[src/hdl/fcat_pkg.sv]
`timescale 1ns / 1ps

package fcat_pkg;

   // Largest channel count the decode and queue entry are sized for
   localparam int MAX_CHANNELS = 8;
   // Interrupt lines brought out on the result
   localparam int IRQ_LINES = 4;
   // Words per channel register block (0x14 bytes)
   localparam int STRIDE_WORDS = 5;
   // Entries in the queue between front and back
   localparam int QUEUE_DEPTH = 2;

   // Item kinds
   localparam logic [1:0] KIND_READ  = 2'd0;
   localparam logic [1:0] KIND_WRITE = 2'd1;
   localparam logic [1:0] KIND_TICK  = 2'd2;

   // Register offsets inside a channel block, in words
   localparam logic [2:0] SUB_LOAD   = 3'd0;
   localparam logic [2:0] SUB_COUNT  = 3'd1;
   localparam logic [2:0] SUB_CTRL   = 3'd2;
   localparam logic [2:0] SUB_EOI    = 3'd3;
   localparam logic [2:0] SUB_STATUS = 3'd4;

   // Global word addresses
   localparam logic [9:0] WADDR_INT_STATUS = 10'h028;  // byte 0xa0
   localparam logic [9:0] WADDR_EOI        = 10'h029;  // byte 0xa4
   localparam logic [9:0] WADDR_RAW_STATUS = 10'h02a;  // byte 0xa8
   localparam logic [9:0] WADDR_VERSION    = 10'h02b;  // byte 0xac
   localparam logic [9:0] WADDR_LOAD2      = 10'h02c;  // byte 0xb0
   localparam logic [9:0] WADDR_PROT       = 10'h034;  // byte 0xd0

   // Control word bits and masks
   localparam int CTRL_ENABLE_BIT = 0;
   localparam int CTRL_MODE_BIT   = 1;
   localparam int CTRL_MASK_BIT   = 2;
   localparam logic [3:0] CTRL_VALID = 4'hf;
   localparam logic [2:0] PROT_VALID = 3'h7;

   // Reset values
   localparam logic [31:0] COUNT_RESET = 32'h8000_0000;
   localparam logic [2:0]  PROT_RESET  = 3'd2;

   typedef struct packed {
      logic [1:0]  kind;
      logic [9:0]  word_address;
      logic [31:0] write_data;
   } req_item_type;

   typedef struct packed {
      logic [31:0] read_data;
      logic [3:0]  irq_lines;
      logic        access_error;
   } rsp_item_type;

   // Classified operation carried from front to back
   typedef enum logic [4:0] {
      OP_NOP,
      OP_ERR,
      OP_TICK,
      OP_RD_LOAD,
      OP_RD_COUNT,
      OP_RD_CTRL,
      OP_RD_EOI,
      OP_RD_MSTAT,
      OP_RD_INT_STATUS,
      OP_RD_GEOI,
      OP_RD_RAW,
      OP_RD_VERSION,
      OP_RD_LOAD2,
      OP_RD_PROT,
      OP_WR_LOAD,
      OP_WR_CTRL,
      OP_WR_LOAD2,
      OP_WR_PROT
   } op_type;

   typedef struct packed {
      op_type                  op;
      logic [MAX_CHANNELS-1:0] chan_sel;
      logic [31:0]             write_data;
   } queue_entry_type;

endpackage

[src/hdl/fcat_front.sv]
`timescale 1ns / 1ps

module fcat_front #(
   parameter int CHANNELS = 4
) (
   input  fcat_pkg::req_item_type    req_payload,
   input  logic                      req_valid,
   output logic                      req_stall,
   input  logic                      q_full,
   output logic                      push_valid,
   output fcat_pkg::queue_entry_type push_entry
);

   logic [fcat_pkg::MAX_CHANNELS-1:0] chan_hit;
   logic [fcat_pkg::MAX_CHANNELS-1:0] load2_hit;
   logic [fcat_pkg::MAX_CHANNELS-1:0] prot_hit;
   logic [9:0]                        base;
   logic [9:0]                        diff;
   logic [2:0]                        sub;
   logic [9:0]                        wa;

   // Stall only on a full queue
   assign req_stall  = q_full;
   assign push_valid = req_valid && !q_full;
   assign wa         = req_payload.word_address;

   // Find the channel block and the per-channel global slots
   always_comb begin
      chan_hit  = '0;
      load2_hit = '0;
      prot_hit  = '0;
      sub       = '0;
      base      = '0;
      diff      = '0;
      for (int c = 0; c < CHANNELS; c++) begin
         base = 10'(c * fcat_pkg::STRIDE_WORDS);
         if (wa >= base && wa < base + 10'(fcat_pkg::STRIDE_WORDS)) begin
            chan_hit[c] = 1'b1;
            diff        = wa - base;
            sub         = diff[2:0];
         end
         if (wa == fcat_pkg::WADDR_LOAD2 + 10'(c)) begin
            load2_hit[c] = 1'b1;
         end
         if (wa == fcat_pkg::WADDR_PROT + 10'(c)) begin
            prot_hit[c] = 1'b1;
         end
      end
   end

   // Classify the item into one operation
   always_comb begin
      push_entry            = '0;
      push_entry.op         = fcat_pkg::OP_NOP;
      push_entry.write_data = req_payload.write_data;
      case (req_payload.kind)
         fcat_pkg::KIND_READ: begin
            if (|chan_hit) begin
               push_entry.chan_sel = chan_hit;
               case (sub)
                  fcat_pkg::SUB_LOAD:  push_entry.op = fcat_pkg::OP_RD_LOAD;
                  fcat_pkg::SUB_COUNT: push_entry.op = fcat_pkg::OP_RD_COUNT;
                  fcat_pkg::SUB_CTRL:  push_entry.op = fcat_pkg::OP_RD_CTRL;
                  fcat_pkg::SUB_EOI:   push_entry.op = fcat_pkg::OP_RD_EOI;
                  default:             push_entry.op = fcat_pkg::OP_RD_MSTAT;
               endcase
            end else if (wa == fcat_pkg::WADDR_INT_STATUS) begin
               push_entry.op = fcat_pkg::OP_RD_INT_STATUS;
            end else if (wa == fcat_pkg::WADDR_EOI) begin
               push_entry.op = fcat_pkg::OP_RD_GEOI;
            end else if (wa == fcat_pkg::WADDR_RAW_STATUS) begin
               push_entry.op = fcat_pkg::OP_RD_RAW;
            end else if (wa == fcat_pkg::WADDR_VERSION) begin
               push_entry.op = fcat_pkg::OP_RD_VERSION;
            end else if (|load2_hit) begin
               push_entry.op       = fcat_pkg::OP_RD_LOAD2;
               push_entry.chan_sel = load2_hit;
            end else if (|prot_hit) begin
               push_entry.op       = fcat_pkg::OP_RD_PROT;
               push_entry.chan_sel = prot_hit;
            end else begin
               push_entry.op = fcat_pkg::OP_ERR;
            end
         end
         fcat_pkg::KIND_WRITE: begin
            if (|chan_hit) begin
               push_entry.chan_sel = chan_hit;
               case (sub)
                  fcat_pkg::SUB_LOAD: push_entry.op = fcat_pkg::OP_WR_LOAD;
                  fcat_pkg::SUB_CTRL: push_entry.op = fcat_pkg::OP_WR_CTRL;
                  default:            push_entry.op = fcat_pkg::OP_ERR;
               endcase
            end else if (|load2_hit) begin
               push_entry.op       = fcat_pkg::OP_WR_LOAD2;
               push_entry.chan_sel = load2_hit;
            end else if (|prot_hit) begin
               push_entry.op       = fcat_pkg::OP_WR_PROT;
               push_entry.chan_sel = prot_hit;
            end else begin
               push_entry.op = fcat_pkg::OP_ERR;
            end
         end
         fcat_pkg::KIND_TICK: begin
            push_entry.op = fcat_pkg::OP_TICK;
         end
         default: begin
            push_entry.op = fcat_pkg::OP_NOP;
         end
      endcase
   end

endmodule

[src/hdl/fcat_queue.sv]
`timescale 1ns / 1ps

module fcat_queue (
   input  logic                      clock,
   input  logic                      reset,
   input  logic                      push_valid,
   input  fcat_pkg::queue_entry_type push_entry,
   output logic                      q_full,
   output logic                      pop_valid,
   input  logic                      pop_ready,
   output fcat_pkg::queue_entry_type pop_entry
);

   localparam int PTR_W = $clog2(fcat_pkg::QUEUE_DEPTH);
   localparam int CNT_W = $clog2(fcat_pkg::QUEUE_DEPTH + 1);

   fcat_pkg::queue_entry_type entries_ff [fcat_pkg::QUEUE_DEPTH];
   logic [PTR_W-1:0] wr_ptr_ff, wr_ptr_in;
   logic [PTR_W-1:0] rd_ptr_ff, rd_ptr_in;
   logic [CNT_W-1:0] count_ff, count_in;
   logic             push;
   logic             pop;

   assign q_full    = (count_ff == CNT_W'(fcat_pkg::QUEUE_DEPTH));
   assign pop_valid = (count_ff != '0);
   assign pop_entry = entries_ff[rd_ptr_ff];
   assign push      = push_valid && !q_full;
   assign pop       = pop_ready && pop_valid;

   // Advance pointers and occupancy
   always_comb begin
      wr_ptr_in = push ? wr_ptr_ff + PTR_W'(1) : wr_ptr_ff;
      rd_ptr_in = pop ? rd_ptr_ff + PTR_W'(1) : rd_ptr_ff;
      count_in  = count_ff;
      if (push && !pop) begin
         count_in = count_ff + CNT_W'(1);
      end else if (pop && !push) begin
         count_in = count_ff - CNT_W'(1);
      end
   end

   always_ff @(posedge clock) begin
      if (reset) begin
         wr_ptr_ff <= '0;
         rd_ptr_ff <= '0;
         count_ff  <= '0;
      end else begin
         wr_ptr_ff <= wr_ptr_in;
         rd_ptr_ff <= rd_ptr_in;
         count_ff  <= count_in;
      end
   end

   // Store the pushed entry
   always_ff @(posedge clock) begin
      if (push) begin
         entries_ff[wr_ptr_ff] <= push_entry;
      end
   end

   a_count_bound: assert property (@(posedge clock) disable iff (reset)
      count_ff <= CNT_W'(fcat_pkg::QUEUE_DEPTH))
      else $error("queue occupancy above depth");

   a_pop_drains: assert property (@(posedge clock) disable iff (reset)
      (pop && !push) |=> (count_ff == $past(count_ff) - CNT_W'(1)))
      else $error("queue pop did not drain an entry");

endmodule

[src/hdl/fcat_back.sv]
`timescale 1ns / 1ps

module fcat_back #(
   parameter int CHANNELS = 4
) (
   input  logic                      clock,
   input  logic                      reset,
   input  logic                      q_valid,
   output logic                      q_ready,
   input  fcat_pkg::queue_entry_type q_entry,
   input  logic                      csr_write,
   input  logic [31:0]               csr_data,
   output logic                      rsp_valid,
   input  logic                      rsp_stall,
   output fcat_pkg::rsp_item_type    rsp_payload
);

   // Channel state
   logic [31:0]         load_ff   [CHANNELS];
   logic [31:0]         load_in   [CHANNELS];
   logic [3:0]          ctrl_ff   [CHANNELS];
   logic [3:0]          ctrl_in   [CHANNELS];
   logic [31:0]         count_ff  [CHANNELS];
   logic [31:0]         count_in  [CHANNELS];
   logic [31:0]         load2_ff  [CHANNELS];
   logic [31:0]         load2_in  [CHANNELS];
   logic [2:0]          prot_ff   [CHANNELS];
   logic [2:0]          prot_in   [CHANNELS];
   logic [CHANNELS-1:0] raw_ff, raw_in;
   logic [31:0]         version_ff;

   // Output register
   logic                   rsp_valid_ff, rsp_valid_in;
   fcat_pkg::rsp_item_type rsp_payload_ff, rsp_payload_in;

   logic                             take;
   logic [CHANNELS-1:0]              sel;
   logic [CHANNELS-1:0]              mstat_cur;
   logic [fcat_pkg::IRQ_LINES-1:0]   irq_next;
   logic [fcat_pkg::IRQ_LINES-1:0]   irq_cur;
   logic [31:0]                      rd_load, rd_count, rd_load2;
   logic [3:0]                       rd_ctrl;
   logic [2:0]                       rd_prot;

   assign sel         = q_entry.chan_sel[CHANNELS-1:0];
   assign q_ready     = !rsp_valid_ff || !rsp_stall;
   assign take        = q_valid && q_ready;
   assign rsp_valid   = rsp_valid_ff;
   assign rsp_payload = rsp_payload_ff;

   // Per-channel masked status before the item
   always_comb begin
      for (int c = 0; c < CHANNELS; c++) begin
         mstat_cur[c] = raw_ff[c] & ~ctrl_ff[c][fcat_pkg::CTRL_MASK_BIT];
      end
   end

   // Interrupt lines before and after the item
   for (genvar g = 0; g < fcat_pkg::IRQ_LINES; g++) begin : g_irq
      if (g < CHANNELS) begin : g_on
         assign irq_next[g] = raw_in[g] & ~ctrl_in[g][fcat_pkg::CTRL_MASK_BIT];
         assign irq_cur[g]  = mstat_cur[g];
      end else begin : g_off
         assign irq_next[g] = 1'b0;
         assign irq_cur[g]  = 1'b0;
      end
   end

   // Select the addressed channel's registers
   always_comb begin
      rd_load  = '0;
      rd_count = '0;
      rd_load2 = '0;
      rd_ctrl  = '0;
      rd_prot  = '0;
      for (int c = 0; c < CHANNELS; c++) begin
         if (sel[c]) begin
            rd_load  = rd_load | load_ff[c];
            rd_count = rd_count | count_ff[c];
            rd_load2 = rd_load2 | load2_ff[c];
            rd_ctrl  = rd_ctrl | ctrl_ff[c];
            rd_prot  = rd_prot | prot_ff[c];
         end
      end
   end

   // Apply the operation to every channel lane
   always_comb begin
      for (int c = 0; c < CHANNELS; c++) begin
         load_in[c]  = load_ff[c];
         ctrl_in[c]  = ctrl_ff[c];
         count_in[c] = count_ff[c];
         load2_in[c] = load2_ff[c];
         prot_in[c]  = prot_ff[c];
         raw_in[c]   = raw_ff[c];
         if (take) begin
            case (q_entry.op)
               fcat_pkg::OP_TICK: begin
                  if (ctrl_ff[c][fcat_pkg::CTRL_ENABLE_BIT]) begin
                     if (count_ff[c] != '0) begin
                        count_in[c] = count_ff[c] - 32'd1;
                        if (count_ff[c] == 32'd1) begin
                           raw_in[c] = 1'b1;
                        end
                     end else if (ctrl_ff[c][fcat_pkg::CTRL_MODE_BIT]) begin
                        count_in[c] = load_ff[c];
                     end else begin
                        count_in[c] = '1;
                     end
                  end
               end
               fcat_pkg::OP_RD_EOI: begin
                  if (sel[c]) begin
                     raw_in[c] = 1'b0;
                  end
               end
               fcat_pkg::OP_RD_GEOI: begin
                  raw_in[c] = 1'b0;
               end
               fcat_pkg::OP_WR_LOAD: begin
                  if (sel[c]) begin
                     load_in[c]  = q_entry.write_data;
                     count_in[c] = q_entry.write_data;
                  end
               end
               fcat_pkg::OP_WR_CTRL: begin
                  if (sel[c]) begin
                     ctrl_in[c] = q_entry.write_data[3:0] & fcat_pkg::CTRL_VALID;
                  end
               end
               fcat_pkg::OP_WR_LOAD2: begin
                  if (sel[c]) begin
                     load2_in[c] = q_entry.write_data;
                  end
               end
               fcat_pkg::OP_WR_PROT: begin
                  if (sel[c]) begin
                     prot_in[c] = q_entry.write_data[2:0] & fcat_pkg::PROT_VALID;
                  end
               end
               default: begin
               end
            endcase
         end
      end
   end

   // Build the result
   always_comb begin
      rsp_payload_in              = '0;
      rsp_payload_in.irq_lines    = irq_next;
      rsp_payload_in.access_error = (q_entry.op == fcat_pkg::OP_ERR);
      case (q_entry.op)
         fcat_pkg::OP_RD_LOAD:       rsp_payload_in.read_data = rd_load;
         fcat_pkg::OP_RD_COUNT:      rsp_payload_in.read_data = rd_count;
         fcat_pkg::OP_RD_CTRL:       rsp_payload_in.read_data = 32'(rd_ctrl);
         fcat_pkg::OP_RD_MSTAT:      rsp_payload_in.read_data = 32'(|(mstat_cur & sel));
         fcat_pkg::OP_RD_INT_STATUS: rsp_payload_in.read_data = 32'(mstat_cur);
         fcat_pkg::OP_RD_RAW:        rsp_payload_in.read_data = 32'(raw_ff);
         fcat_pkg::OP_RD_VERSION:    rsp_payload_in.read_data = version_ff;
         fcat_pkg::OP_RD_LOAD2:      rsp_payload_in.read_data = rd_load2;
         fcat_pkg::OP_RD_PROT:       rsp_payload_in.read_data = 32'(rd_prot);
         default:                    rsp_payload_in.read_data = '0;
      endcase
   end

   // Hold the result until it is taken
   assign rsp_valid_in = take || (rsp_valid_ff && rsp_stall);

   always_ff @(posedge clock) begin
      if (reset) begin
         rsp_valid_ff <= 1'b0;
         raw_ff       <= '0;
         version_ff   <= '0;
         for (int c = 0; c < CHANNELS; c++) begin
            load_ff[c]  <= '0;
            ctrl_ff[c]  <= '0;
            count_ff[c] <= fcat_pkg::COUNT_RESET;
            load2_ff[c] <= '0;
            prot_ff[c]  <= fcat_pkg::PROT_RESET;
         end
      end else begin
         rsp_valid_ff <= rsp_valid_in;
         raw_ff       <= raw_in;
         if (csr_write) begin
            version_ff <= csr_data;
         end
         for (int c = 0; c < CHANNELS; c++) begin
            load_ff[c]  <= load_in[c];
            ctrl_ff[c]  <= ctrl_in[c];
            count_ff[c] <= count_in[c];
            load2_ff[c] <= load2_in[c];
            prot_ff[c]  <= prot_in[c];
         end
      end
   end

   always_ff @(posedge clock) begin
      if (take) begin
         rsp_payload_ff <= rsp_payload_in;
      end
   end

   a_geoi_clears: assert property (@(posedge clock) disable iff (reset)
      (take && q_entry.op == fcat_pkg::OP_RD_GEOI) |=> (raw_ff == '0))
      else $error("global EOI left a raw interrupt set");

   a_irq_tracks_state: assert property (@(posedge clock) disable iff (reset)
      rsp_valid_ff |-> (rsp_payload_ff.irq_lines == irq_cur))
      else $error("pending irq lines differ from channel state");

endmodule

[src/hdl/four_channel_apb_countdown_timer.sv]
`timescale 1ns / 1ps

// Multi-channel down-counting interval timer, register view.
// Request channel (req_valid / req_stall / req_payload): a register read, a
// register write, or one timer tick. Each request gives exactly one result on
// the response channel (rsp_valid / rsp_stall / rsp_payload) carrying read
// data, the per-channel interrupt lines after the request, and an access error.
// The version register is written through csr_valid / csr_data; csr_ready is
// always high and writes are expected only while no request is in flight.
// A request accepted from the request channel is held in a queue entry, and the
// back end then writes its result into the result register. Throughput is one
// request per cycle while rsp_stall is low: the front decoder pushes into a
// two-entry queue and the back end applies one entry per cycle to all channel counters in parallel.
// When rsp_stall is high the result register holds; the queue keeps taking
// requests until its two entries fill, then req_stall rises.
// Synchronous reset empties the queue, clears the result valid flag and returns all
// channel registers to their reset values (count 0x80000000, protection 2).
module four_channel_apb_countdown_timer #(
   parameter int CHANNELS = 4
) (
   input  logic                   clock,
   input  logic                   reset,
   input  logic                   req_valid,
   output logic                   req_stall,
   input  fcat_pkg::req_item_type req_payload,
   output logic                   rsp_valid,
   input  logic                   rsp_stall,
   output fcat_pkg::rsp_item_type rsp_payload,
   input  logic                   csr_valid,
   output logic                   csr_ready,
   input  logic [31:0]            csr_data
);

   logic                      q_full;
   logic                      push_valid;
   fcat_pkg::queue_entry_type push_entry;
   logic                      pop_valid;
   logic                      pop_ready;
   fcat_pkg::queue_entry_type pop_entry;

   assign csr_ready = 1'b1;

   fcat_front #(
      .CHANNELS (CHANNELS)
   ) u_front (
      .req_payload (req_payload),
      .req_valid   (req_valid),
      .req_stall   (req_stall),
      .q_full      (q_full),
      .push_valid  (push_valid),
      .push_entry  (push_entry)
   );

   fcat_queue u_queue (
      .clock      (clock),
      .reset      (reset),
      .push_valid (push_valid),
      .push_entry (push_entry),
      .q_full     (q_full),
      .pop_valid  (pop_valid),
      .pop_ready  (pop_ready),
      .pop_entry  (pop_entry)
   );

   fcat_back #(
      .CHANNELS (CHANNELS)
   ) u_back (
      .clock       (clock),
      .reset       (reset),
      .q_valid     (pop_valid),
      .q_ready     (pop_ready),
      .q_entry     (pop_entry),
      .csr_write   (csr_valid && csr_ready),
      .csr_data    (csr_data),
      .rsp_valid   (rsp_valid),
      .rsp_stall   (rsp_stall),
      .rsp_payload (rsp_payload)
   );

endmodule
[config.mk]
export PLATFORM = sky130hd
export DESIGN_NAME = four_channel_apb_countdown_timer
export DESIGN_NICKNAME = d
export VERILOG_FILES = /design/src/hdl/fcat_pkg.sv /design/src/hdl/fcat_front.sv /design/src/hdl/fcat_queue.sv /design/src/hdl/fcat_back.sv /design/src/hdl/four_channel_apb_countdown_timer.sv
export SDC_FILE = /design/constraint.sdc
export NUM_CORES = 1
export LEC_CHECK = 0
export ABC_CLOCK_PERIOD_IN_PS = 3910
export BUFFER_PORTS_ARGS = -buffer_cell sky130_fd_sc_hd__buf_2
export CAP_MARGIN = 20
export CORE_ASPECT_RATIO = 0.8
export CORE_MARGIN = 2
export CORE_UTILIZATION = 45
export DETAILED_ROUTE_END_ITERATION = 16
export PLACE_DENSITY = 0.6
export SYNTH_ARGS = -nofsm -noshare
export SYNTH_HDL_FRONTEND = slang
export SYNTH_HIERARCHICAL = 1
export SYNTH_SLANG_ARGS = --single-unit
[constraint.sdc]
create_clock -name clock -period 3.91 [get_ports clock]
set_input_delay 0.1955 -clock clock [delete_from_list [all_inputs] [get_ports clock]]
set_output_delay 0.1955 -clock clock [all_outputs]
set_load 0.01 [all_outputs]
==> impl_table.tex <==
\begin{tabular}{lr}
\hline
Metric & Value \\
\hline
\multicolumn{2}{l}{\textbf{Status}} \\
\quad Result of the run & completed \\
\multicolumn{2}{l}{\textbf{Global routing}} \\
\quad Number of global-route vias before repair & about 26k \\
\quad Remaining global-route overflow & 0 \\
\quad First-pass GRT wire length & about 180,000 um \\
\quad Total routing resource utilization after global routing & between 30 and 40\% \\
\quad Antenna violations before repair & 2 \\
\quad Maximum number of pins on one net before global-route repair & 203 \\
\multicolumn{2}{l}{\textbf{Critical path}} \\
\quad Slowest stage delay, CP & roughly 700 ps \\
\quad Crit Path Category & register to register \\
\quad Buf/Inv on CP & 0 \\
\quad Startpoint Class & register \\
\quad Crit path cell chain & or4\_1, nor4\_2, and3\_1, nand2\_1, o21ai\_0, a311oi\_1 \\
\quad Biggest fanout along the worst timing path & 9 \\
\quad Slowest cell on the critical path & or4\_1 \\
\quad Data required time at the worst endpoint & around 4400 ps \\
\quad Cell family contributing the most delay on the critical path & simple AND/OR/NAND/NOR gates \\
\quad CP Data Arrival Time & 3800 ps \\
\quad Endpoint class of the critical path & register \\
\multicolumn{2}{l}{\textbf{Finish}} \\
\quad Area added between synthesis and finish & 13.4\% \\
\quad Layout Nets & roughly 3.5k \\
\quad Multi-input gate area in the final layout & approximately 0.015 mm\^{}2 \\
\quad Fill count & about 6.0k \\
\quad Footprint of the flip-flops and latches & between 0.01 and 0.015 mm\^{}2 \\
\quad Share of layout cells above drive strength 1 & between 10\% and 20\% \\
\multicolumn{2}{l}{\textbf{Place}} \\
\quad Number of buffers inserted by port buffering & roughly 120 \\
\quad Routability congestion estimate from global placement & 1.01 \\
\quad Half-perimeter wire length after placement & $\sim$84,000 um \\
\multicolumn{2}{l}{\textbf{Clock tree}} \\
\quad Clock sink count & between 500 and 600 \\
\quad Resized cells post-CTS & 0 \\
\quad Num CTS Buffers & 59 \\
\quad Cell chosen for the clock root & clkbuf\_16 \\
\quad Setup Buffers After CTS & 0 \\
\quad TritonCTS clock tree & built \\
\quad CTS Buffer Depth & 3 \\
\quad Clock insertion delay at the later pin of the skew report & 650 ps \\
\quad Clock transition at the register clock pins on the worst setup and hold paths after CTS & about 70 ps \\
\quad \# H-tree levels & 2 \\
\multicolumn{2}{l}{\textbf{Routing}} \\
\quad DRC violation total after the first TritonRoute iteration & approximately 4.3k \\
\quad Post-detailed-route wirelength per cell & 28.2 um \\
\quad Post-route antenna net violation count & 0 \\
\quad Count of vias placed by the detailed router & 28.6k \\
\quad Total wirelength of the detailed-routed design & 122,000 um \\
\quad Post-DR vias/cell & around 6.6 \\
\quad First-pass detailed-route iteration total & 7 \\
\quad Number of remaining DRC errors & 0 \\
\multicolumn{2}{l}{\textbf{Floorplan}} \\
\quad Count of boundary I/O pins & 121 \\
\quad Std-Cell Core Area & around 0.064 mm\^{}2 \\
\quad DIE WIDTH & $\sim$290 um \\
\quad Die Height & $\sim$230 um \\
\quad Effective utilization at floorplan & approximately 45\% \\
\quad Number of cell rows & 83 \\
\quad Area of the die & roughly 0.066 mm\^{}2 \\
\multicolumn{2}{l}{\textbf{Timing}} \\
\quad Skew final & between 30 and 40 ps \\
\quad Final critical-path required period & 3320 ps \\
\quad Max-slew violation count & 0 \\
\quad Hold Fails Final Rpt & 0 \\
\quad Transition time at the pin with the least slew margin & 1190 ps \\
\quad Relative slew slack & approximately a fifth \\
\quad Endpoints failing setup & 0 \\
\quad Share of the cycle needed by the critical path after routing & approximately 85\% \\
\quad F\_max & approximately 300 MHz \\
\quad RSZ-0062 raised after global routing & false \\
\quad Setup\_tns & 0 ps \\
\multicolumn{2}{l}{\textbf{Pwr}} \\
\quad Tot Pwr & 19.5 mW \\
\quad Ratio of total power to cell area & between 500 and 600 mW/mm\^{}2 \\
\quad Leakage power of the design & approximately 12 nW \\
\quad VDD IR max & 0.407 mV \\
\multicolumn{2}{l}{\textbf{Logic synthesis}} \\
\quad Synth Area per Inst & roughly 8.5 um\^{}2 \\
\quad Cells after synthesis & around 3.4k \\
\quad Net Count, Synth & about 3.5k \\
\quad Cell Area, Synth & 0.0290 mm\^{}2 \\
\quad Synthesis Warnings & 6 \\
\multicolumn{2}{l}{\textbf{Flow run}} \\
\quad Max-capacitance violation count & 0 \\
\multicolumn{2}{l}{\textbf{Hold path}} \\
\quad Class of the tightest hold or removal check & primary input to register \\
\hline
\end{tabular}
[cell type report]
class | count | share of cell area [%]
multi-input combinational | 2482 | 45.1
clock inverter | 28 | 0.990
tap | 850 | 3.24
inverter | 24 | 0.278
clock buffer | 84 | 5.35
timing repair buffer | 287 | 6.50
sequential | 573 | 38.5
antenna | 1 | 0.00762
[tightest hold or removal path: stages]
cell	delay, ps
buf_2	70
nor2b_1	110
inv_1	60
o21ai_0	160
a21oi_1	70
[sequential cells by signal, summed over array words and instances (netlist names), 2 cells and up, named ones only]
register	count
u_queue/entries_ff	82
u_back/ctrl_ff	16
u_back/load2_ff	128
u_back/rsp_payload	37
u_back/load_ff	128
u_back/count_ff	128
u_back/version_ff	32
u_queue/count_ff	2
u_back/prot_ff	12
u_back/raw_ff	4
[power breakdown]
part           switching, mW  internal, mW  leakage [nW]
Sequential             0.349          6.59          4.80
Combinational           4.55          1.90          5.89
Clock                   2.55          3.53          1.02
[layout by cell type (no fill, tap or decap), types with 18 or more instances in the layout]
cell type / n
mux2_2: 38
buf_2: 118
a311oi_1: 18
buf_4: 90
o21ai_0: 108
ha_1: 18
mux2i_1: 64
nor2_1: 191
a22oi_1: 67
edfxtp_1: 119
dfxtp_1: 453
o22ai_1: 48
xor2_1: 39
clkbuf_16: 61
dlygate4sd3_1: 69
nand4_1: 29
o211ai_1: 51
a22o_1: 71
nor3_1: 63
a211oi_1: 30
a211o_1: 31
a221oi_1: 77
or3_1: 31
a21oi_1: 347
or4_1: 24
nand3b_1: 34
nand3_1: 63
inv_1: 21
nand2_1: 646
nor4_1: 42
xnor2_1: 38
a31oi_1: 59
[what timing repair did]
action | 4_1_cts | 5_1_grt
endpoints found under the setup margin | 0 | 0
hold buffers | 69 | 0
hold endpoints to repair | 126 | 0
[final timing paths]
path / from / to / slack (ps) / cells after the start
worst min-delay path: req_valid / u_queue/wr_ptr_ff / 90 / 5
worst max-delay path: u_back/count_ff[2][2] / u_back/count_ff[2][10] / 590 / 6
worst min register to register: u_back/load2_ff[3][1] / u_back/load2_ff[3][1] / 450 / 2
worst max register to register: u_back/count_ff[2][2] / u_back/count_ff[2][10] / 590 / 6
[routing by layer]
layer / track usage, % / part of all wire [%] / routed length (um)
met4: 22.3 / 7.2 / 8810
met2: 52.1 / 42 / 51400
met1: 48.3 / 40 / 49100
met3: 6.79 / 10 / 12600
met5: 0 / 0.017 / 21
[per-stage QoR]
step           hold WS (ps)  cell area, um^2  util [%]  worst slack [ps]  cells
6_report               89.7            32900      51.4               591   4329
3_5_place_dp            387            30100      47.1               733   4145
3_3_place_gp            384            30100      47.1               798   4145
4_1_cts                60.8            32800      51.4               714   4326
2_1_floorplan           265            29000         -               909   3422
5_1_grt                 108            32900      51.4               501   4328
Power figures use the tool's default switching activity.
